--- config.mk ---
export PLATFORM = sky130hd
export DESIGN_NAME = cursor_list_insert_remove
export DESIGN_NICKNAME = d
export VERILOG_FILES = /design/src/hw/rtl/clir_pkg.sv /design/src/hw/rtl/clir_cell.sv /design/src/hw/rtl/clir_ctrl.sv /design/src/hw/rtl/cursor_list_insert_remove.sv
export VERILOG_INCLUDE_DIRS = /design/src /design/src/hw/rtl
export SDC_FILE = /design/constraint.sdc
export NUM_CORES = 2
export LEC_CHECK = 0
export ABC_CLOCK_PERIOD_IN_PS = 12520
export CORE_UTILIZATION = 50
export DETAILED_ROUTE_END_ITERATION = 8
export DONT_BUFFER_PORTS = 1
export PLACE_DENSITY = 0.67
export SLEW_MARGIN = 20
export SYNTH_ARGS = -nofsm -noshare
export SYNTH_HDL_FRONTEND = slang
export SYNTH_SLANG_ARGS = --single-unit
--- constraint.sdc ---
create_clock -name clk -period 12.52 [get_ports clk]
set_input_delay 0 -clock clk [delete_from_list [all_inputs] [get_ports clk]]
set_output_delay 0 -clock clk [all_outputs]
set_load 0.05 [all_outputs]
--- src/hw/rtl/cursor_list_insert_remove_macros.svh ---
// Assertion macros for the cursor list block.
// Used by modules that check their own state; expects clk and arst_n in scope.
`ifndef CURSOR_LIST_INSERT_REMOVE_MACROS_SVH
`define CURSOR_LIST_INSERT_REMOVE_MACROS_SVH

// condition must hold at every edge out of reset
`define CLIR_ASSERT_ALWAYS(lbl, cond, msg) \
	lbl: assert property (@(posedge clk) disable iff (!arst_n) (cond)) else $error(msg);

// consequence must hold in the cycle the antecedent is seen
`define CLIR_ASSERT_SAME(lbl, ante, cons, msg) \
	lbl: assert property (@(posedge clk) disable iff (!arst_n) (ante) |-> (cons)) else $error(msg);

// consequence must hold in the cycle after the antecedent
`define CLIR_ASSERT_NEXT(lbl, ante, cons, msg) \
	lbl: assert property (@(posedge clk) disable iff (!arst_n) (ante) |=> (cons)) else $error(msg);

`endif

--- src/hw/rtl/clir_pkg.sv ---
// Shared types and constants for the cursor list block.
// No dependencies.
`timescale 1ns / 1ps
`default_nettype none

package clir_pkg;

	localparam int DEPTH       = 32;
	localparam int VALUE_WIDTH = 32;
	localparam int IDX_W       = (DEPTH > 1) ? $clog2(DEPTH) : 1;
	localparam int CNT_W       = $clog2(DEPTH + 1);

	// beat layouts
	localparam int FUNC_W    = 3;
	localparam int FIELD_VW  = 32;
	localparam int STATUS_W  = 2;
	localparam int ECOUNT_W  = 6;
	localparam int IN_BITS   = FUNC_W + FIELD_VW;
	localparam int OUT_BITS  = STATUS_W + 1 + FIELD_VW + ECOUNT_W;
	localparam int IN_W      = ((IN_BITS + 7) / 8) * 8;
	localparam int OUT_W     = ((OUT_BITS + 7) / 8) * 8;

	localparam logic [CNT_W-1:0] DEPTH_C = CNT_W'(DEPTH);

	typedef enum logic [2:0] {
		FN_FIRST  = 3'd0,
		FN_LAST   = 3'd1,
		FN_ADV    = 3'd2,
		FN_BACK   = 3'd3,
		FN_INSERT = 3'd4,
		FN_REMOVE = 3'd5
	} func_t;

	typedef enum logic [1:0] {
		ST_OK     = 2'd0,
		ST_NO_CUR = 2'd1,
		ST_FULL   = 2'd2
	} status_t;

	typedef enum logic [1:0] {
		CELL_HOLD = 2'd0,
		CELL_INS  = 2'd1,
		CELL_REM  = 2'd2
	} cell_op_t;

	// broadcast to every cell of the row
	typedef struct packed {
		cell_op_t               op;
		logic [IDX_W-1:0]       pos;
		logic [VALUE_WIDTH-1:0] value;
	} cell_cmd_t;

	typedef struct packed {
		logic [CNT_W-1:0] cursor;
		logic [CNT_W-1:0] count;
	} list_state_t;

endpackage

`default_nettype wire

--- src/hw/rtl/clir_cell.sv ---
// One storage cell of the list row: holds one entry, shifts with its neighbors.
// Depends on clir_pkg.
`timescale 1ns / 1ps
`default_nettype none

module clir_cell import clir_pkg::*; (
	input  wire                         clk,
	input  cell_cmd_t                   cmd,
	input  wire  [IDX_W-1:0]            idx,
	input  wire  [VALUE_WIDTH-1:0]      prev_val,
	input  wire  [VALUE_WIDTH-1:0]      next_val,
	output logic [VALUE_WIDTH-1:0]      val_q
);

	always_ff @(posedge clk) begin
		case (cmd.op)
			CELL_INS: begin
				if (idx == cmd.pos) begin
					val_q <= cmd.value;
				end else if (idx > cmd.pos) begin
					val_q <= prev_val;
				end
			end
			CELL_REM: begin
				if (idx >= cmd.pos) begin
					val_q <= next_val;
				end
			end
			default: begin
			end
		endcase
	end

endmodule

`default_nettype wire

--- src/hw/rtl/clir_ctrl.sv ---
// Cursor and count registers plus the per-operation decision logic.
// Depends on clir_pkg and cursor_list_insert_remove_macros.svh.
`timescale 1ns / 1ps
`default_nettype none
`include "cursor_list_insert_remove_macros.svh"

module clir_ctrl import clir_pkg::*; (
	input  wire                     clk,
	input  wire                     arst_n,
	input  wire                     take,
	input  wire  [FUNC_W-1:0]       func,
	input  wire  [VALUE_WIDTH-1:0]  value,
	output list_state_t             state,
	output status_t                 status,
	output cell_cmd_t               cmd
);

	logic [CNT_W-1:0] cursor_q, count_q;
	logic [CNT_W-1:0] cursor_d, count_d;
	logic             has_cur;

	assign has_cur = cursor_q < count_q;
	assign state   = '{cursor: cursor_q, count: count_q};

	always_comb begin
		cursor_d  = cursor_q;
		count_d   = count_q;
		status    = ST_OK;
		cmd.op    = CELL_HOLD;
		cmd.pos   = cursor_q[IDX_W-1:0];
		cmd.value = value;
		case (func)
			FN_FIRST: begin
				cursor_d = '0;
			end
			FN_LAST: begin
				cursor_d = (count_q != '0) ? count_q - 1'b1 : '0;
			end
			FN_ADV: begin
				if (!has_cur) begin
					status = ST_NO_CUR;
				end else begin
					cursor_d = cursor_q + 1'b1;
				end
			end
			FN_BACK: begin
				if (!has_cur) begin
					status = ST_NO_CUR;
				end else if (cursor_q == '0) begin
					cursor_d = count_q;
				end else begin
					cursor_d = cursor_q - 1'b1;
				end
			end
			FN_INSERT: begin
				if (count_q == DEPTH_C) begin
					status = ST_FULL;
				end else begin
					cursor_d = has_cur ? cursor_q + 1'b1 : '0;
					count_d  = count_q + 1'b1;
					cmd.op   = CELL_INS;
					cmd.pos  = cursor_d[IDX_W-1:0];
				end
			end
			FN_REMOVE: begin
				if (!has_cur) begin
					status = ST_NO_CUR;
				end else begin
					count_d = count_q - 1'b1;
					cmd.op  = CELL_REM;
				end
			end
			default: begin
			end
		endcase
		if (!take) begin
			cmd.op = CELL_HOLD;
		end
	end

	always_ff @(posedge clk or negedge arst_n) begin
		if (!arst_n) begin
			cursor_q <= '0;
			count_q  <= '0;
		end else if (take) begin
			cursor_q <= cursor_d;
			count_q  <= count_d;
		end
	end

	`CLIR_ASSERT_ALWAYS(a_count_bound, count_q <= DEPTH_C, "count above depth")
	`CLIR_ASSERT_ALWAYS(a_cursor_bound, cursor_q <= count_q, "cursor past count")
	`CLIR_ASSERT_SAME(a_full_only_at_depth, take && status == ST_FULL, count_q == DEPTH_C,
		"full reported below depth")
	`CLIR_ASSERT_NEXT(a_insert_grows, take && func == FN_INSERT && count_q != DEPTH_C,
		count_q == $past(count_q) + 1'b1, "insert did not grow the list")
	`CLIR_ASSERT_NEXT(a_idle_holds, !take, $stable(count_q) && $stable(cursor_q),
		"state moved without a beat")

endmodule

`default_nettype wire

--- src/hw/rtl/cursor_list_insert_remove.sv ---
// Cursor list: bounded ordered list with a cursor, held in a row of shifting cells.
// An input beat updates the cursor/count and the cell row; its result is then registered.
// Throughput: one beat per cycle while the result side accepts; the whole cell row shifts in
// the same cycle as the cursor/count update, and the result register later loads from the row.
// Reset clears count, cursor and the handshake state; cell contents are not cleared.
// Depends on clir_pkg, clir_ctrl, clir_cell.
`timescale 1ns / 1ps
`default_nettype none

module cursor_list_insert_remove import clir_pkg::*; (
	input  wire               clk,
	input  wire               arst_n,
	input  wire               s_axis_tvalid,
	output logic              s_axis_tready,
	input  wire  [IN_W-1:0]   s_axis_tdata,  // func[2:0], value_in[34:3], zero pad
	output logic              m_axis_tvalid,
	input  wire               m_axis_tready,
	output logic [OUT_W-1:0]  m_axis_tdata   // status[1:0], has_current[2],
	                                         // current_value[34:3], entry_count[40:35], pad
);

	logic                   take;
	logic [FUNC_W-1:0]      func;
	logic [VALUE_WIDTH-1:0] value;
	list_state_t            state;
	status_t                status;
	cell_cmd_t              cmd;

	logic                   pend_s1;
	status_t                status_s1;
	logic                   out_load;
	logic [OUT_W-1:0]       out_data_q;

	logic [VALUE_WIDTH-1:0] vals [DEPTH];
	logic                   has_cur;
	logic [FIELD_VW-1:0]    cur_val;

	assign func  = s_axis_tdata[FUNC_W-1:0];
	assign value = VALUE_WIDTH'(s_axis_tdata[FUNC_W +: FIELD_VW]);

	// the result register drains s1 whenever it is free or being taken
	assign out_load      = pend_s1 && (!m_axis_tvalid || m_axis_tready);
	assign s_axis_tready = !pend_s1 || out_load;
	assign take          = s_axis_tvalid && s_axis_tready;

	clir_ctrl u_ctrl (
		.clk    (clk),
		.arst_n (arst_n),
		.take   (take),
		.func   (func),
		.value  (value),
		.state  (state),
		.status (status),
		.cmd    (cmd)
	);

	for (genvar gi = 0; gi < DEPTH; gi++) begin : g_cell
		logic [VALUE_WIDTH-1:0] prev_v, next_v;
		if (gi == 0) begin : g_first
			assign prev_v = '0;
		end else begin : g_prev
			assign prev_v = vals[gi-1];
		end
		if (gi == DEPTH - 1) begin : g_last
			assign next_v = vals[gi];
		end else begin : g_next
			assign next_v = vals[gi+1];
		end
		clir_cell u_cell (
			.clk      (clk),
			.cmd      (cmd),
			.idx      (IDX_W'(gi)),
			.prev_val (prev_v),
			.next_val (next_v),
			.val_q    (vals[gi])
		);
	end

	// state registers already hold the s1 beat's outcome here
	assign has_cur = state.cursor < state.count;
	assign cur_val = has_cur ? FIELD_VW'(vals[state.cursor[IDX_W-1:0]]) : '0;

	always_ff @(posedge clk or negedge arst_n) begin
		if (!arst_n) begin
			pend_s1       <= 1'b0;
			m_axis_tvalid <= 1'b0;
		end else begin
			if (take) begin
				pend_s1 <= 1'b1;
			end else if (out_load) begin
				pend_s1 <= 1'b0;
			end
			if (out_load) begin
				m_axis_tvalid <= 1'b1;
			end else if (m_axis_tready) begin
				m_axis_tvalid <= 1'b0;
			end
		end
	end

	always_ff @(posedge clk) begin
		if (take) begin
			status_s1 <= status;
		end
		if (out_load) begin
			out_data_q <= OUT_W'({ECOUNT_W'(state.count), cur_val, has_cur, status_s1});
		end
	end

	assign m_axis_tdata = out_data_q;

endmodule

`default_nettype wire

After elaboration in Yosys (flattened, before gate mapping)
Index checks and enable logic that the tools add are counted.
{"block": "word_totals", "ff_bits": 1081, "latchBits": 0, "ram_bits": 0, "mem_bits_ro": 0, "input_bits": 44, "out_inout_bits": 50, "n_memories": 0}
{"block": "classes", "addsub": 4, "n_mul": 0, "n_div": 0, "n_lt_le_gt_ge": 65, "eq_ne": 105, "shifts": 0, "mux": 151, "bitwise_logic": 1, "reduce_logical": 51}
{"cell": "$mux 32", "n": 97}
{"cell": "$pmux 32 s2", "n": 31}
{"cell": "$bmux 32 s5", "n": 1}
{"cell": "$ne 3x1->1 const B", "n": 31}
{"cell": "$reduce_and 3->1", "n": 31}
{"cell": "$eq 5x5->1 const A", "n": 16}
{"cell": "$gt 5x5->1 const A", "n": 16}
{"cell": "$ge 5x5->1 const A", "n": 15}
{"cell": "$ne 2x1->1 const B", "n": 31}
{"cell": "$mux 6", "n": 9}
{"cell": "$eq 4x5->1 const A", "n": 8}
{"cell": "$ge 4x5->1 const A", "n": 8}
{"cell": "$gt 4x5->1 const A", "n": 8}
{"cell": "$pmux 6 s5", "n": 1}
{"cell": "$eq 3x5->1 const A", "n": 4}
{"cell": "$ge 3x5->1 const A", "n": 4}
{"cell": "$gt 3x5->1 const A", "n": 4}
{"cell": "$add 6x1->6 const B", "n": 2}
{"cell": "$pmux 6 s2", "n": 1}
{"cell": "$sub 6x1->6 const B", "n": 2}
{"cell": "$eq 2x5->1 const A", "n": 2}
{"cell": "$ge 1x5->1 const A", "n": 2}
{"cell": "$ge 2x5->1 const A", "n": 2}
{"cell": "$gt 1x5->1 const A", "n": 2}
{"cell": "29 further kinds", "n": 49}

Logic depth before layout (Yosys ltp)
{"block": "logic_depth", "ltp_word": 9, "ltp_mapped": 18, "ltp_nobuf": 12}

Hierarchy
A second synthesis with hierarchy kept.
{"block": "unflattened", "hier_cells": 7963, "hier_area_um2": 76978.8}
{"mod": "clir_cell", "instances": 32, "cells_per_inst": 207, "area_each_um2": 2035.7, "seq_area_each_um2": 960.9}
{"mod": "cursor_list_insert_remove", "instances": 1, "cells_per_inst": 1138, "area_each_um2": 10257.3, "seq_area_each_um2": 1341.3}
{"mod": "clir_ctrl", "instances": 1, "cells_per_inst": 201, "area_each_um2": 1579.0, "seq_area_each_um2": 300.3}

Least setup slack after synthesis
No wires, ideal clock.
{"block": "synth_path", "path_kind": "register to register", "startpoint": "reg u_ctrl.count_q[2]", "endpoint": "reg g_cell[14].u_cell.val_q[0] (enable)", "setup_time_ns": 0.461, "arrival_time_ns": 5.801, "required_time_ns": 12.059, "path_slack_ns": 6.258, "stages_incl_launch_ff": 14, "synth_period_minus_slack_ns": 6.262, "path_cell_list": "dfrtp_1 -> clkbuf_1 -> inv_1 -> ha_1 -> a21oi_1 -> o21a_1 -> o21ai_1 -> clkbuf_1 -> clkbuf_1 -> or3_1 -> ha_1 -> nor2_1 -> nor2_1 -> nor3_1"}
{"block": "synth_between", "elab_chain_len": 7}
{"element": "start, declared", "line": "clir_ctrl.sv:18", "rtl": "logic [CNT_W-1:0] cursor_q, count_q;"}
{"element": "start signal, assigned", "line": "clir_ctrl.sv:87", "rtl": "count_q <= count_d;"}
{"element": "$lt 6x6->1 or $eq 6x6->1 (tied branches)", "line": "clir_ctrl.sv:22, clir_ctrl.sv:56"}
{"element": "$mux 6 (tied with other cells)", "line": "clir_ctrl.sv:59", "rtl": "cursor_d = has_cur ? cursor_q + 1'b1 : '0;"}
{"element": "$mux 6 or $pmux 2 s2 (tied branches)", "line": "clir_ctrl.sv:56, clir_ctrl.sv:32"}
{"element": "$mux 5 or $mux 2 (tied branches)", "line": "clir_ctrl.sv:32, clir_ctrl.sv:76"}
{"element": "$gt 4x5->1 (tied with other cells)", "line": "clir_cell.sv:20", "rtl": "end else if (idx > cmd.pos) begin"}
{"element": "$ne 3x1->1 (no line) (tied with other cells)"}
{"element": "$reduce_and 3->1 (no line) *"}
{"element": "end signal, assigned", "line": "clir_cell.sv:19", "rtl": "val_q <= cmd.value;"}
{"element": "end signal, assigned", "line": "clir_cell.sv:21", "rtl": "val_q <= prev_val;"}
{"element": "end signal, assigned", "line": "clir_cell.sv:26", "rtl": "val_q <= next_val;"}
{"element": "end, declared", "line": "clir_cell.sv:12", "rtl": "output logic [VALUE_WIDTH-1:0] val_q"}
Every way passes the cells marked *; elsewhere a longest branch is shown, timed or not.
A chain may end at the register's enable or synchronous reset.

Worst setup path in the final report
{"block": "layout_path", "startpoint": "reg u_ctrl.cursor_q[0]", "endpoint": "reg g_cell[31].u_cell.val_q[3], data pin"}
{"block": "layout_between", "elab_chain_len": 6}
{"element": "start, declared", "line": "clir_ctrl.sv:18"}
{"element": "start signal, assigned", "line": "clir_ctrl.sv:86", "rtl": "cursor_q <= cursor_d;"}
{"element": "$lt 6x6->1"}
{"element": "named net has_cur", "line": "cursor_list_insert_remove.sv:35", "rtl": "logic has_cur;"}
{"element": "$mux 6", "line": "clir_ctrl.sv:59"}
{"element": "$mux 6", "line": "clir_ctrl.sv:56", "rtl": "if (count_q == DEPTH_C) begin"}
{"element": "$mux 5", "line": "clir_ctrl.sv:32", "rtl": "case (func)"}
{"element": "$eq 5x5->1", "line": "clir_cell.sv:18", "rtl": "if (idx == cmd.pos) begin"}
{"element": "$mux 32", "line": "clir_cell.sv:18"}
{"element": "end signal, assigned", "line": "clir_cell.sv:19"}
{"element": "end signal, assigned", "line": "clir_cell.sv:21"}
{"element": "end signal, assigned", "line": "clir_cell.sv:26"}
{"element": "end, declared", "line": "clir_cell.sv:12"}
The timed path passes the listed nets, and every way through them passes these cells.

==> Flow_metrics.wiki <==
{| class="wikitable"
! Metric !! Value
|-
| Unrepaired setup endpoints after global routing || no
|-
| DIE WIDTH || 358.7 um
|-
| Total Negative Setup Slacks || 0 ps
|-
| Leading cell type in the layout, fill and taps excluded || sky130_fd_sc_hd__edfxtp_1
|-
| Min-delay worst type || in2reg
|-
| Standby leakage power || between 20 and 25 nW
|-
| WHS Path Cells || 2
|-
| I/O Buffers || 0
|-
| Fill cell total of the finished layout || about 11,000
|-
| Vias/cell || 7.376
|-
| Most area-consuming cells after synthesis || sky130_fd_sc_hd__edfxtp_1, sky130_fd_sc_hd__mux4_2, sky130_fd_sc_hd__o211ai_1
|-
| Total Power || between 10 and 15 mW
|-
| Number of resized instances in the post-cts repair step || 0
|-
| Number of distinct library cell variants in the gate-level netlist after synthesis || a little over 70
|-
| Slew margin rel. || 20.20%
|-
| Via count of the first global-routing pass || 46,650
|-
| Overall die height || about 360 um
|-
| Synth Instances || 5,402
|-
| Result of the run || complete, no violations
|-
| Wire length per cell || 33.29 um
|-
| Clock H-tree levels || 3
|-
| CTS clk-pin slew, worst paths || 60 ps
|-
| Final hold violation count || 0
|-
| Global-route wire length before repair || 326,200 um
|-
| Length of the first detailed-routing pass in iterations || 7
|-
| DR iter-0 viols || 8,383
|-
| Yosys warning count || 0
|-
| Most used flip-flop cell after synthesis || sky130_fd_sc_hd__edfxtp_1
|-
| Worst clock skew || 53.44 ps
|-
| Synth-to-Final Area Change || 8.200%
|-
| Area share of the largest cell type after synthesis || 50.37%
|-
| Post-synth design cell area || 0.06361 mm^2
|-
| Post-route ant nets || 0
|-
| Largest area contributor in the synthesized netlist || sky130_fd_sc_hd__edfxtp_1
|-
| Number of max-capacitance violations reported || 0
|-
| Count of final max-slew check failures || 0
|-
| Maximum fanout encountered on the critical timing path || 46
|-
| Classification of the worst setup path || reg2reg
|-
| Seq/Total Area, Yosys || 50.92%
|-
| Source-to-sink clock delay at the later pin of the worst-skew pair || approximately 770 ps
|-
| WL final || 227,300 um
|-
| Initial Utilization || 50.53%
|-
| Number of cells on the worst reg-to-reg path || 12
|-
| Antenna violations before repair || 5
|-
| Global placement routability congestion || ~0.91
|-
| Worst ir drop on vdd || 0.0001809 V
|-
| Sum of net half-perimeters after detailed placement || 126,200 um
|-
| Fraction of layout instances using a drive strength above 1 || 13.66%
|-
| Data required time of the worst path || about 13,000 ps
|-
| Combined global-route utilization of all metal layers || between 30% and 40%
|-
| Gr ovfl total || 0
|-
| Peak clock frequency supported by timing || 144.9 MHz
|-
| Pin count of the biggest net entering global routing || 245
|-
| Nature of the critical path endpoint || register
|-
| Number of standard-cell rows in the floorplan || 130
|-
| I/O pin count || 94
|-
| Clock period minus final worst setup slack || just under 7000 ps
|-
| Number of nets at the end of the flow || 5,137
|-
| Placed inst area || around 0.065 mm^2
|-
| Share of the clock period used by the worst path || 55.12%
|-
| Number of buffers on the longest clock path || 3
|-
| Mean Syn Cell Area || 11.78 um^2
|-
| Flip-flop and latch count after synthesis || 1,081
|-
| Final setup violating endpoints || 0
|-
| Worst Max-Slew Pin Slew || 1194 ps
|-
| Core ar. || between 0.1 and 0.15 mm^2
|-
| Clock root buffer || sky130_fd_sc_hd__clkbuf_16
|-
| Via Count || 50,370
|-
| Number of buffers inserted during clock tree synthesis || 117
|-
| Async SR Flop Fraction || 1.295%
|-
| Data arrival time of the critical path || 7400 ps
|-
| Die area || 0.1287 mm^2
|-
| Number of sinks handled by clock tree synthesis || 1,081
|-
| CP Launch Type || register
|-
| Post-Layout Inst Area || 0.06883 mm^2
|-
| Power per Cell Area || 204.3 mW/mm^2
|-
| Number of synthesized flops with an enable pin || ~1,100
|-
| Most frequent cells in the layout || sky130_fd_sc_hd__edfxtp_1, sky130_fd_sc_hd__nand2_1, sky130_fd_sc_hd__o211ai_1
|-
| DR DRC count || 0
|-
| Clock tree from TritonCTS || done
|}
==> metal layers <==
layer,vias up,GRT usage (%),wire length [um]
met5,-,0,130
met1,25030,49.52,85040
li1,20610,-,-
met4,10,14.64,11220
met3,665,9.843,34430
met2,4057,50.08,96510
==> stage by stage <==
stage / setup slack [ps] / hold slack, ps / std cells / utilization (%)
after global routing: 5515 / 56.71 / 6826 / 54.67
after global placement: 6003 / -295.2 / 6564 / 51.43
final: 5619 / 25.44 / 6829 / 54.67
after floorplan: 6258 / -295.6 / 5408 / -
after CTS: 5872 / 7.997 / 6825 / 54.67
after detailed placement: 5876 / -295.1 / 6565 / 51.45
==> flip-flops by register name, indices dropped and copies added (netlist names) <==
| signal | count |
|---|---|
| u_ctrl.count_q | 6 |
| g_cell.u_cell.val_q | 1024 |
| m_axis_tvalid | 1 |
| m_axis_tdata | 41 |
| u_ctrl.cursor_q | 6 |
| status_s1 | 2 |
| pend_s1 | 1 |
==> cell usage after synthesis, drive strengths merged, types with 91 or more instances <==
cell type and instances:
a21oi 401, a221o 136, a221oi 242, buf 199
clkbuf 412, edfxtp 1067, inv 253, mux2i 91
mux4 317, nand2 637, nand3b 401, nor2b 103
nor3b 137, o211ai 404, o21ai 147
==> worst max-delay path, cell delays in order, from the launching register on <==
cell                       delay, ps
sky130_fd_sc_hd__dfrtp_4         890
sky130_fd_sc_hd__buf_4           750
sky130_fd_sc_hd__nand2b_1        220
sky130_fd_sc_hd__a21oi_2         140
sky130_fd_sc_hd__o21ai_4         170
sky130_fd_sc_hd__buf_4           590
sky130_fd_sc_hd__clkinv_1        640
sky130_fd_sc_hd__a21boi_1        710
sky130_fd_sc_hd__a21oi_4         330
sky130_fd_sc_hd__buf_4           530
sky130_fd_sc_hd__nand2_2         320
sky130_fd_sc_hd__buf_4           780
sky130_fd_sc_hd__mux2_2          420
==> final timing paths <==
kind	start	to	slack (ps)
setup / recovery	u_ctrl.cursor_q[0]	g_cell[31].u_cell.val_q[3]	5620
hold reg to reg	status_s1[0]	m_axis_tdata[0]	430
setup reg to reg	u_ctrl.cursor_q[0]	g_cell[31].u_cell.val_q[3]	5620
min in group asynchronous	arst_n	u_ctrl.count_q[1]	300
hold / removal	s_axis_tdata[21]	g_cell[19].u_cell.val_q[18]	30
max in group asynchronous	arst_n	u_ctrl.cursor_q[0]	11700
==> area by class of cell <==
cell class / instances / area (um^2) / area share [%]
Clock inverter: 70 / 500.5 / 0.7271
Inverter: 254 / 958.4 / 1.392
Timing Repair Buffer: 165 / 1489 / 2.163
Multi-Input combinational cell: 3462 / 28330 / 41.15
Sequential cell: 1081 / 32400 / 47.08
Antenna cell: 4 / 10.01 / 0.01454
Tap cell: 1650 / 2064 / 2.999
Clock buffer: 143 / 3078 / 4.472
==> kinds of logic (layout without fill, tap and decap cells) <==
| logic type | Yosys count | count (layout) | synth area share, % |
|---|---|---|---|
| mux | 441 | 441 | 13.24 |
| xor+xnor | 9 | 9 | 0.1239 |
| other cells | 1 | 11 | 0.005895 |
| compound gates | 1487 | 1487 | 16.75 |
| fa+ha+maj | 12 | 12 | 0.2360 |
| buf+inv | 865 | 632 | 5.495 |
| flops | 1081 | 1081 | 50.92 |
| simple gates | 1506 | 1506 | 13.23 |
==> where the power goes <==
group / switching (mW) / internal (mW)
clock network: 1.53 / 1.86
registers: 0.565 / 4.60
logic: 3.48 / 2.02
total: 5.58 / 8.48
==> what timing repair did <==
action / CTS / global route
setup buffers: 0 / 0
endpoints found under the hold margin: 937 / 0
hold buffers: 47 / 0
Power figures use the tool's default switching activity.
